File: config.mk
export PLATFORM = sky130hd
export DESIGN_NAME = qrv_div_cell
export DESIGN_NICKNAME = d
export VERILOG_FILES = /design/src/hw/rtl/qrv_pkg.sv /design/src/hw/rtl/qrv_div_cell.sv
export SDC_FILE = /design/constraint.sdc
export NUM_CORES = 1
export LEC_CHECK = 0
export ABC_CLOCK_PERIOD_IN_PS = 8000
export BUFFER_PORTS_ARGS = -buffer_cell sky130_fd_sc_hd__buf_2
export CORE_MARGIN = 10
export CORE_UTILIZATION = 54
export DETAILED_ROUTE_END_ITERATION = 8
export PLACE_DENSITY = 0.92
export SYNTH_ARGS = -nofsm -noshare
export SYNTH_HDL_FRONTEND = slang
export SYNTH_SLANG_ARGS = --single-unit
File: constraint.sdc
create_clock -name clk -period 8 [get_ports clk]
set_clock_uncertainty 0.2 [all_clocks]
set_input_delay 1.6 -clock clk [delete_from_list [all_inputs] [get_ports clk]]
set_output_delay 1.6 -clock clk [all_outputs]
set_load 0.01 [all_outputs]
File: src/hw/rtl/qrv_pkg.sv
// Shared types and widths for the quaternion vector rotation unit.
// No dependencies; used by the cells and the top level.
package qrv_pkg;

	localparam int unsigned SQRT_W = 63;   // radicand S * 2^30 and partial-root width
	localparam int unsigned SQRT_STEPS = 32;
	localparam int unsigned PROD_W = 52;   // exact vector part of q*a*conj(q)
	localparam int unsigned REM_W = 55;    // 4*|P| + M
	localparam int unsigned QUO_W = 17;    // quotient bits kept below the overflow test
	localparam int unsigned P_DELAY = 30;  // align products with the root
	// request edge to result edge: capture and product stages ahead of the root
	// chain, root chain, divider set-up, divider chain, output register
	localparam int unsigned LAT = 4 + SQRT_STEPS + 1 + QUO_W;

	typedef struct packed {
		logic signed [15:0] quat_w;
		logic signed [15:0] quat_x;
		logic signed [15:0] quat_y;
		logic signed [15:0] quat_z;
		logic signed [15:0] vec_x;
		logic signed [15:0] vec_y;
		logic signed [15:0] vec_z;
	} req_word_t;

	typedef struct packed {
		logic signed [15:0] rot_x;
		logic signed [15:0] rot_y;
		logic signed [15:0] rot_z;
		logic               clipped;
		logic               zero_quat;
	} rsp_word_t;

	typedef struct packed {
		logic [SQRT_W-1:0] n;
		logic [SQRT_W-1:0] r;
		logic [SQRT_W-1:0] b;
	} sqrt_state_t;

	typedef struct packed {
		logic [REM_W-1:0] rem;
		logic [REM_W-1:0] d;
		logic [QUO_W-1:0] quo;
	} div_state_t;

endpackage

File: src/hw/rtl/qrv_div_cell.sv
// One restoring-division step: one quotient bit per cell.
// Depends on qrv_pkg.
module qrv_div_cell (
	input  logic               clk,
	input  qrv_pkg::div_state_t prev,
	output qrv_pkg::div_state_t next_q
);
	import qrv_pkg::*;

	div_state_t step;

	always_comb begin
		step.d = prev.d >> 1;
		if (prev.rem >= prev.d) begin
			step.rem = prev.rem - prev.d;
			step.quo = {prev.quo[QUO_W-2:0], 1'b1};
		end else begin
			step.rem = prev.rem;
			step.quo = {prev.quo[QUO_W-2:0], 1'b0};
		end
	end

	always_ff @(posedge clk) begin
		next_q <= step;
	end
endmodule

Word level (Yosys, flattened, before mapping). Cells that the tools add are included.

Muxes and demuxes: 2. Magnitude comparators: 1. Add/sub/neg operators: 1.

Operators by type and width (count): 55-bit >= comparator (1); 55-bit 2-to-1 mux (1); 55-bit subtractor (1); 1-bit 2-to-1 mux (1).

Input port bits: 128. Logic and storage cells: 7. Flip-flop bits (word level): 126.

Depth between registers and ports, before layout.
Depth in word-level cells: 2. Mapped depth: 15.

Least setup slack after synthesis. No wires, ideal clock.

Path type: input to register. From: input port prev[72] in the netlist's numbering. To: register next_q[126] in the netlist's numbering. Cell stages on the path: 14. Setup time: 0.123 ns. Setup slack: 3.627 ns. Arrival time: 4.050 ns. Path buffers: 0. Data required time: 7.677 ns. Cell sequence: inv_1 ha_1 inv_1 fa_1 a21oi_1 o21ai_0 a211oi_1 nor4_2 o211ai_1 a21oi_1 a21oi_2 o31ai_1 xor2_1 mux2_1.

RTL lines: start, declared (line qrv_div_cell.sv:5) `input qrv_pkg::div_state_t prev,`; end signal, assigned (line qrv_div_cell.sv:24) `next_q <= step;`; end, declared (line qrv_div_cell.sv:6) `output qrv_pkg::div_state_t next_q`.

==> results.py <==
metrics = {
    "critical_path": {
        "crit_chain": "buf_2 -> ha_1 -> and2_4 -> nand3_1 -> or4_1 -> nor4_1 -> nand4_1 -> o221ai_2 -> a31o_4 -> buf_4 -> nor2_1 -> a21oi_2",
        "crit_path_start_kind": "input port",
        "crit_type": "input port to flop",
        "crit_family": "simple AND/OR/NAND/NOR gates",
        "crit_buf_inv": 2,
        "endpoint_kind": "flop",
        "crit_path_max_incr_delay_ns": 0.81,
        "crit_arrival_ns": 5.21,
        "cp_max_fo": 77,
        "critPathSlowestCell": "a31o_4",
        "required_ns": 8.16,
    },
    "sta": {
        "finalHoldViolCount": 0,
        "tns_ns": 0,
        "slew_violations": 0,
        "setup_viol": 0,
        "period_share_pct": 63.2,
        "relSlewSlack_pct": 27.0,
        "whs_ns": 1.08,
        "worstMarginPinSlew_ns": 1.09,
        "fmax_mhz": 198,
        "rsz0062_at_grt": "no",
        "fin_crit_ns": 5.06,
    },
    "yosys": {
        "synth.area.top_cells": "dfxtp_1 (37%), ha_1 (10%), a21oi_2 (5.4%)",
        "seq_area_frac_synth_pct": 36.7,
        "ys_warn_count": 0,
        "synth_top_area_share_pct": 36.7,
        "synth_seq_cells": 126,
        "synth_cell_types": 64,
        "syn_area_um2": 6870,
        "synth_area_leader_cell": "dfxtp_1",
        "netlist_instances": 786,
        "async_flop_share_pct": 0,
        "avgSynthCellArea_um2": 8.74,
        "synth_edf_count": 0,
        "ys_dominant_reg_cell": "dfxtp_1",
        "syn-num-nets": 970,
    },
    "routing": {
        "firstDrtPassIters": 7,
        "drc": 0,
        "drt-met1-wl_um": 7740,
        "route.vias.total": 6605,
        "top_layer": "met4",
        "wl_met3_um": 1910,
        "routed_wl_um": 20600,
        "wl_per_cell_um": 17.0,
        "antenna_left": 0,
        "wl_met2_um": 10300,
        "vias_per_cell": 5.46,
        "drt_iter0_drc": 433,
    },
    "cells_and_area": {
        "largest_reg_flops": 126,
        "drive_gt1_share_pct": 33.6,
        "nets": 1205,
        "top_register": "next_q",
        "final_core_util_pct": 69.7,
        "regArea_um2": 2520,
        "multiInputGateArea_um2": 3820,
        "largestRegisters": "next_q (126)",
        "final_cells": 1209,
        "fill_cells": 975,
        "area.growth.synth_to_final_pct": 27.0,
    },
    "global_route": {
        "antenna_found_initial": 3,
        "grt_start_max_net_pins": 78,
        "grt_pass1_vias": 6701,
        "grt-ovfl-total": 0,
        "grtUsageTotal_pct": 22.8,
        "grt_pass1_wl_um": 32900,
    },
    "placement": {
        "hpwl_um": 16200,
        "io_buffers": 252,
        "dp_cells": 1174,
        "gp_congestion": 0.902,
    },
    "floorplanning": {
        "design.core.area_um2": 12500,
        "die_y_um": 133,
        "die_area_um2": 17600,
        "die_w_um": 133,
        "num_io_pins": 255,
        "initial_core_util_pct": 54.9,
        "fp-row-count": 41,
    },
    "min_path": {
        "min_path_type": "input port to flop",
    },
    "clock_network": {
        "hold_buffers": 0,
        "cts_num_sinks": 126,
        "postCtsSetupRepairBufs": 0,
        "clk_pin_slew_ns": 0.05,
        "cts_tree": "yes",
        "htree_levels": 4,
        "cts_resized": 0,
        "clockRootBuffer": "clkbuf_16",
        "clockBufferDepth": 2,
        "cts_buffers": 17,
    },
    "power": {
        "powerDensity_nw_per_um2": 234,
        "pwr-share-comb_pct": 26.4,
        "clkPwrFrac_pct": 38.6,
        "ir_worst_vdd_mv": 0.175,
        "total_power_mw": 2.04,
        "netSwitchingFraction_pct": 30.8,
        "internal_power_mw": 1.42,
        "p_sw_mw": 0.629,
        "p_seq_share_pct": 35.0,
        "cellLeakagePower_nw": 4.28,
    },
    "job": {
        "max-cap-violations": 0,
    },
    "status": {
        "status": "finished, final reports clean",
    },
}
## cell usage in the layout (no fill, tap or decap), types with 4 or more instances in the layout
master / instances
clkbuf_16: 17
a21oi_1: 59
mux2_1: 10
nand3_1: 17
clkinvlp_4: 5
nand2_1: 54
and3_1: 5
nand4_1: 18
ha_1: 55
a31oi_1: 4
nor2_2: 10
xor2_1: 16
a21o_1: 28
inv_1: 74
dfxtp_1: 126
o31ai_1: 5
o21bai_1: 11
o211ai_1: 5
xnor2_1: 30
a211oi_1: 6
o21a_1: 8
o21ai_0: 30
nor2_1: 65
and2_1: 11
nand2b_1: 4
buf_2: 252
nor3_1: 11
a21oi_2: 42
## layer usage
layer | vias to the layer above | GRT usage, %
li1 | 3211 | -
met1 | 3021 | 23.4
met2 | 309 | 39.7
met3 | 64 | 9.27
met4 | 0 | 10.5
met5 | - | 0
## power by group through the flow
stage                     registers [mW]  clock network (mW)  logic [mW]
after floorplan                    0.769                   0       0.325
after global placement             0.724                   0       0.520
after detailed placement           0.728                   0       0.531
after CTS                          0.715               0.797       0.539
after global routing               0.721               0.824       0.593
final                              0.715               0.789       0.540
## area by class of cell
class | instances | share of cell area (%)
multi-input combinational | 549 | 43.8
sequential | 126 | 28.9
timing repair buffer | 253 | 14.5
clock buffer | 18 | 5.04
inverter | 74 | 3.19
tap | 172 | 2.47
clock inverter | 14 | 1.94
antenna | 3 | 0.0861
## Yosys cell counts, types with 2 or more instances
master / count
a211oi_1: 6
a21o_1: 28
a21oi_1: 59
a21oi_2: 42
a221oi_1: 3
a31o_1: 2
a31oi_1: 4
a41oi_1: 2
and2_1: 11
and3_1: 5
buf_2: 3
buf_4: 3
buf_6: 7
buf_8: 2
clkbuf_1: 21
dfxtp_1: 126
ha_1: 55
inv_1: 74
mux2_1: 10
nand2_1: 54
nand2b_1: 4
nand3_1: 17
nand4_1: 18
nor2_1: 65
nor2_2: 10
nor3_1: 11
nor4_1: 2
nor4b_1: 2
o2111ai_1: 3
o211ai_1: 5
o211ai_2: 2
o21a_1: 8
o21ai_0: 30
o21ai_1: 2
o21bai_1: 11
o31ai_1: 5
or3_1: 3
xnor2_1: 30
xor2_1: 16
## worst paths after layout
check | end | start | slack (ns) | cells after the start
setup / recovery | next_q[93] | prev[106] | 2.94 | 12
hold / removal | next_q[13] | prev[12] | 1.08 | 1
## stage by stage
stage          setup WS, ns  cell area, um2
2_1_floorplan          3.63            6870
3_3_place_gp           2.51            8110
3_5_place_dp           2.45            8110
4_1_cts                2.87            8710
5_1_grt                2.69            8720
6_report               2.94            8720
## logic make-up (layout without fill, tap and decap cells)
logic type                 count (synthesis)  in the layout  synth area share [%]
DFF                                      126            126                  36.7
adders and majority gates                 56             56                  10.3
buffers and inverters                    111            359                  7.62
AOI/OAI and AO/OA                        226            226                  23.1
and+or+nand+nor                          209            209                  14.5
xor gates and xnor gates                  46             46                  5.87
other                                      1              4                0.0546
muxes                                     11             11                  1.80
Note: power is estimated with default switching activity, not from simulation.
