==> src/hw/rtl/qrv_pkg.sv <==
// Shared types and widths for the quaternion vector rotation unit.
// No dependencies; used by the cells and the top level.
package qrv_pkg;

	localparam int unsigned SQRT_W = 63;   // radicand S * 2^30 and partial-root width
	localparam int unsigned SQRT_STEPS = 32;
	localparam int unsigned PROD_W = 52;   // exact vector part of q*a*conj(q)
	localparam int unsigned REM_W = 55;    // 4*|P| + M
	localparam int unsigned QUO_W = 17;    // quotient bits kept below the overflow test
	localparam int unsigned P_DELAY = 30;  // align products with the root
	// request edge to result edge: capture and product stages ahead of the root
	// chain, root chain, divider set-up, divider chain, output register
	localparam int unsigned LAT = 4 + SQRT_STEPS + 1 + QUO_W;

	typedef struct packed {
		logic signed [15:0] quat_w;
		logic signed [15:0] quat_x;
		logic signed [15:0] quat_y;
		logic signed [15:0] quat_z;
		logic signed [15:0] vec_x;
		logic signed [15:0] vec_y;
		logic signed [15:0] vec_z;
	} req_word_t;

	typedef struct packed {
		logic signed [15:0] rot_x;
		logic signed [15:0] rot_y;
		logic signed [15:0] rot_z;
		logic               clipped;
		logic               zero_quat;
	} rsp_word_t;

	typedef struct packed {
		logic [SQRT_W-1:0] n;
		logic [SQRT_W-1:0] r;
		logic [SQRT_W-1:0] b;
	} sqrt_state_t;

	typedef struct packed {
		logic [REM_W-1:0] rem;
		logic [REM_W-1:0] d;
		logic [QUO_W-1:0] quo;
	} div_state_t;

endpackage

==> src/hw/rtl/qrv_sqrt_cell.sv <==
// One digit-recurrence step of the integer square root.
// Depends on qrv_pkg.
module qrv_sqrt_cell (
	input  logic                clk,
	input  qrv_pkg::sqrt_state_t prev,
	output qrv_pkg::sqrt_state_t next_q
);
	import qrv_pkg::*;

	logic [SQRT_W-1:0] trial;
	sqrt_state_t       step;

	always_comb begin
		trial = prev.r + prev.b;
		step.b = prev.b >> 2;
		if (prev.n >= trial) begin
			step.n = prev.n - trial;
			step.r = (prev.r >> 1) + prev.b;
		end else begin
			step.n = prev.n;
			step.r = prev.r >> 1;
		end
	end

	// advance one root bit per cycle
	always_ff @(posedge clk) begin
		next_q <= step;
	end
endmodule

==> config.mk <==
export PLATFORM = sky130hd
export DESIGN_NAME = qrv_sqrt_cell
export DESIGN_NICKNAME = d
export VERILOG_FILES = /design/src/hw/rtl/qrv_pkg.sv /design/src/hw/rtl/qrv_sqrt_cell.sv
export SDC_FILE = /design/constraint.sdc
export NUM_CORES = 1
export LEC_CHECK = 0
export ABC_AREA = 1
export BUFFER_PORTS_ARGS = -buffer_cell sky130_fd_sc_hd__buf_4
export CORE_MARGIN = 5
export CORE_UTILIZATION = 35
export DETAILED_ROUTE_END_ITERATION = 10
export PLACE_DENSITY_LB_ADDON = 0.3
export SLEW_MARGIN = 20
export SYNTH_ARGS = -nofsm -noshare
export SYNTH_HDL_FRONTEND = slang
export SYNTH_SLANG_ARGS = --single-unit
==> constraint.sdc <==
create_clock -name clk -period 7.1 [get_ports clk]
set_input_delay 1.42 -clock clk [delete_from_list [all_inputs] [get_ports clk]]
set_output_delay 1.42 -clock clk [all_outputs]
set_load 0.1 [all_outputs]
Yosys cells after proc, flatten, opt, wreduce, memory -nomap -nowiden
Cells that the tools add are included.
- flip-flop bits (word level): 187
- input bits: 190
- logic and storage cells: 9
- add/sub/neg operators: 3
- order comparisons: 1
- muxes and demuxes: 1
- operators with widths (cell ; count):
    126-bit 2-to-1 mux ; 1
    62-bit by 63-bit adder with 63-bit output ; 1
    63-bit adder ; 1
    63-bit >= comparator ; 1
    63-bit subtractor ; 1

Longest topological paths before layout
- depth in word-level cells: 3
- depth in mapped cells: 28
- mapped depth without buffers: 28

Least setup slack after synthesis
Ideal clock, no wire load.
- path type: input -> register
- start: input port prev[0] in the netlist's numbering
- end: register next_q[153] in the netlist's numbering
- arrival time: 4513 ps
- required time: 7031 ps
- path slack: 2518 ps
- cell stages on the path: 24
- buffers on the path: 2
- cell sequence: ha_1 > inv_1 > fa_1 > o21ai_0 > nand3_1 > nand3_1 > nand3_1 > nand2_1 > nand2_1 > nand3b_1 > nand2_1 > ha_1 > nand2_1 > nor2_1 > inv_1 > nor2_2 > nand2_1 > nor2_2 > nand3_2 > nand3_2 > buf_6 > buf_4 > nand2_1 > o21ai_1
- RTL lines (element ; RTL line ; RTL):
    start, declared ; qrv_sqrt_cell.sv:5 ; input qrv_pkg::sqrt_state_t prev,
    end signal, assigned ; qrv_sqrt_cell.sv:27 ; next_q <= step;
    end, declared ; qrv_sqrt_cell.sv:6 ; output qrv_pkg::sqrt_state_t next_q

==> results.sh <==
export IMPL_status="complete, no violations"
export IMPL_regMostFlops="next_q"
export IMPL_crit_chain="buf_4 > ha_1 > nand2_1 > o21ai_0 > a21oi_1 > o21bai_1 > nand2_1 > nand4_1 > nand2_1 > ha_1 > nand2_1 > nor2_1 > nand2_1 > nor3_1 > a21oi_4 > nand3_4 > buf_12 > nand2_1 > o21ai_1"
export IMPL_grt_util_met3_pct=3.50
export IMPL_worstSetupPathType="in -> reg"
export IMPL_cp_top_family="simple AND/OR/NAND/NOR gates"
export IMPL_htreeDepth=4
export IMPL_post_drt_wl_per_cell_um=18.1
export IMPL_cts_buffer_depth=2
export IMPL_track_usage_pct=27.7
export IMPL_switchingPower_w=0.00448
export IMPL_nFillCells=6977
export IMPL_start_util_pct=35.4
export IMPL_ff_latch_area_mm2=0.00374
export IMPL_worstHoldPathType="in -> reg"
export IMPL_p_total_w=0.00749
export IMPL_worst_pin_slew_ns=0.756
export IMPL_dpl_cell_area_mm2=0.0256
export IMPL_syn_cell_area_mm2=0.0219
export IMPL_path_clk_slew_ns=0.09
export IMPL_synth_top_family_by_area="simple AND/OR/NAND/NOR gates"
export IMPL_required_ns=7.54
export IMPL_period_share_pct=79.2
export IMPL_area_growth_pct=19.7
export IMPL_synthMuxAreaShare_pct=0
export IMPL_grt_overflow=0
export IMPL_worstPathArrival_ns=6.07
export IMPL_die_x_um=260
export IMPL_gp_congestion=1.02
export IMPL_finalSetupTns_ns=0
export IMPL_io_pins=379
export IMPL_num_rows=91
export IMPL_die_area_mm2=0.0677
export IMPL_slew_violations=0
export IMPL_fin_util_pct=42.4
export IMPL_cts_buffers=17
export IMPL_power_density_mw_per_mm2=286
export IMPL_cts_tree="done"
export IMPL_grt_pass1_wl_um=142000
export IMPL_core_area_mm2=0.0618
export IMPL_hold_path_startpoint="prev[62]"
export IMPL_largestRegisters="next_q: 187 flops"
export IMPL_slowest_stage="nand3_4"
export IMPL_synth_simple_area_share_pct=43.2
export IMPL_hold_viol=0
export IMPL_vias=25700
export IMPL_nNetsFinal=4847
export IMPL_cts_sinks=187
export IMPL_hold_depth=1
export IMPL_ys_warn_count=0
export IMPL_path_buf_inv=2
export IMPL_drtPass1Iterations=5
export IMPL_p_seq_share_pct=18.7
export IMPL_cts_resized=0
export IMPL_grt_max_degree=63
export IMPL_cts_root_buf="clkbuf_16"
export IMPL_p_leak_nw=15.6
export IMPL_cp_common_cell="nand2_1"
export IMPL_ys_types=39
export IMPL_max_freq_mhz=178
export IMPL_drcViolationCount=0
export IMPL_portBuffers=376
export IMPL_max_cap_violations=0
export IMPL_wl_um=96500
export IMPL_first_global_vias=24500
export IMPL_antenna_left=0
export IMPL_slew_headroom_pct=49.6
export IMPL_grt_busiest_layer="met2"
export IMPL_synthCells=4100
export IMPL_p_sw_share_pct=59.9
export IMPL_cpPeakStageDelay_ns=0.57
export IMPL_drive_gt1_share_pct=9.84
export IMPL_postCtsHoldBufs=0
export IMPL_worstPathMaxFanout=62
export IMPL_hold_worst_slack_ns=1.02
export IMPL_startpoint_type="input port"
export IMPL_comb_power_share_pct=67.1
export IMPL_ir_worst_vdd_mv=0.221
export IMPL_synth_seq_area_share_pct=17.1
export IMPL_grtUsageMet1_pct=35.1
export IMPL_period_needed_ns=5.63
export IMPL_post_cts_buffers=0
export IMPL_syn_avg_cell_area_um2=5.34
export IMPL_synth_edf_count=0
export IMPL_drt_iter0_markers=1701
export IMPL_routed_via_density=4.83
export IMPL_rsz0062_at_grt="false"
export IMPL_synthArstFlopShare_pct=0
export IMPL_synth_compound_area_share_pct=8.08
export IMPL_die_h_um=260
export IMPL_critical_path_endpoint_type="flip-flop"
export IMPL_setup_viol=0
export IMPL_synthFlopType="dfxtp_1"
export IMPL_p_int_w=0.00301
export IMPL_multiInputGateArea_mm2=0.0145
export IMPL_synth_adder_area_share_pct=11.0
export IMPL_p_clk_share_pct=14.2
export IMPL_synth_xor_area_share_pct=3.92
export IMPL_antenna_found_initial=2
export IMPL_hpwlAfterDp_um=83700
export IMPL_grt_use_met2_pct=46.9
export IMPL_final_area_mm2=0.0262
export IMPL_hold_path_endpoint="next_q[60]$_DFF_P_"
export IMPL_largest_reg_flops=187
export IMPL_synth_seq_cells=187
cells by family after synthesis:
kind of cell / after synthesis
AND/OR/NAND/NOR: 2342
other: 1
buffers and inverters: 939
AO/OA/AOI/OAI: 343
adder cells (fa/ha/maj): 190
flip-flops: 187
XOR/XNOR: 98
cells in the mapped netlist (2+ instances only):
cell,instances,area share [%]
inv_2,6,0.10
nor3_1,27,0.62
a21oi_1,167,3.8
xnor2_1,30,1.2
fa_1,3,0.27
buf_2,2,0.046
buf_1,2,0.034
nand3_1,208,4.8
nand3b_1,11,0.38
nor2_2,9,0.26
clkbuf_1,9,0.15
nand4_1,82,2.3
nor4_1,10,0.29
o21ai_0,71,1.6
nand2_2,5,0.14
a21o_1,2,0.069
inv_1,896,15
a21boi_0,4,0.14
nor2_1,380,6.5
o21ai_1,84,1.9
dfxtp_1,187,17
o21bai_1,7,0.24
o21a_1,6,0.21
buf_4,11,0.38
buf_6,11,0.57
nand3_2,2,0.091
buf_8,2,0.14
nand2_1,1592,27
and3_1,5,0.14
and2_1,7,0.20
ha_1,187,11
xor2_1,68,2.7
layer usage:
metal,vias up,routed length [um]
met3,191,5960
met5,-,0
met2,876,44400
li1,13200,-
met4,0,4930
met1,11400,41200
area by class of cell:
class	instances	share of cell area (%)
Inverter	902	12.9
Sequential cell	187	14.3
Tap cell	837	4.00
Antenna cell	1	0.00955
Timing Repair Buffer	384	11.1
Clock buffer	18	1.68
Multi-Input combinational cell	2975	55.3
Clock inverter	14	0.663
through the flow:
step	cells	worst slack (ns)
after floorplan	4101	2.52
after global placement	5285	0.989
after detailed placement	5285	0.995
after CTS	5317	1.54
after global routing	5318	1.08
final	5318	1.47
power by group through the flow:
| stage | Clock [W] | Combinational [W] | Sequential [W] |
|---|---|---|---|
| 2_1_floorplan | 0 | 0.00185 | 0.00329 |
| 3_3_place_gp | 0 | 0.00498 | 0.00143 |
| 3_5_place_dp | 0 | 0.00499 | 0.00143 |
| 4_1_cts | 0.00109 | 0.00500 | 0.00141 |
| 5_1_grt | 0.00113 | 0.00536 | 0.00143 |
| 6_report | 0.00106 | 0.00502 | 0.00140 |
how the worst max path moves through the flow:
stage / start / end / slack (ns) / cells after the start
2_1_floorplan: prev[0] / next_q[153]$_DFF_P_ / 2.52 / 24
3_3_place_gp: prev[0] / next_q[125]$_SDFF_PN0_ / 0.99 / 22
3_5_place_dp: prev[0] / next_q[115]$_DFF_P_ / 0.99 / 22
4_1_cts: prev[0] / next_q[115]$_DFF_P_ / 1.54 / 22
5_1_grt: prev[0] / next_q[121]$_DFF_P_ / 1.08 / 22
6_report: prev[8] / next_q[145]$_DFF_P_ / 1.47 / 19
placed cells by master (no fill, tap or decap), drive strengths merged:
master / Yosys / layout
a21boi: 4 / 4
o21ai: 155 / 155
xor2: 68 / 68
o21a: 6 / 6
and2: 8 / 8
inv: 902 / 909
nand3: 210 / 210
buf: 28 / 384
bufinv: 0 / 1
nor3: 27 / 27
conb: 1 / 2
diode: 0 / 1
or2: 1 / 1
ha: 187 / 187
nand3b: 11 / 11
nor4: 10 / 10
o211ai: 1 / 1
clkinv: 0 / 4
a21oi: 168 / 168
nor3b: 1 / 1
dfxtp: 187 / 187
a21o: 2 / 2
and3: 5 / 5
xnor2: 30 / 30
nand4: 82 / 82
clkbuf: 9 / 18
clkinvlp: 0 / 2
fa: 3 / 3
nor2: 390 / 390
o21bai: 7 / 7
nand2: 1597 / 1597
No activity file was read; power rests on OpenSTA's default activity.
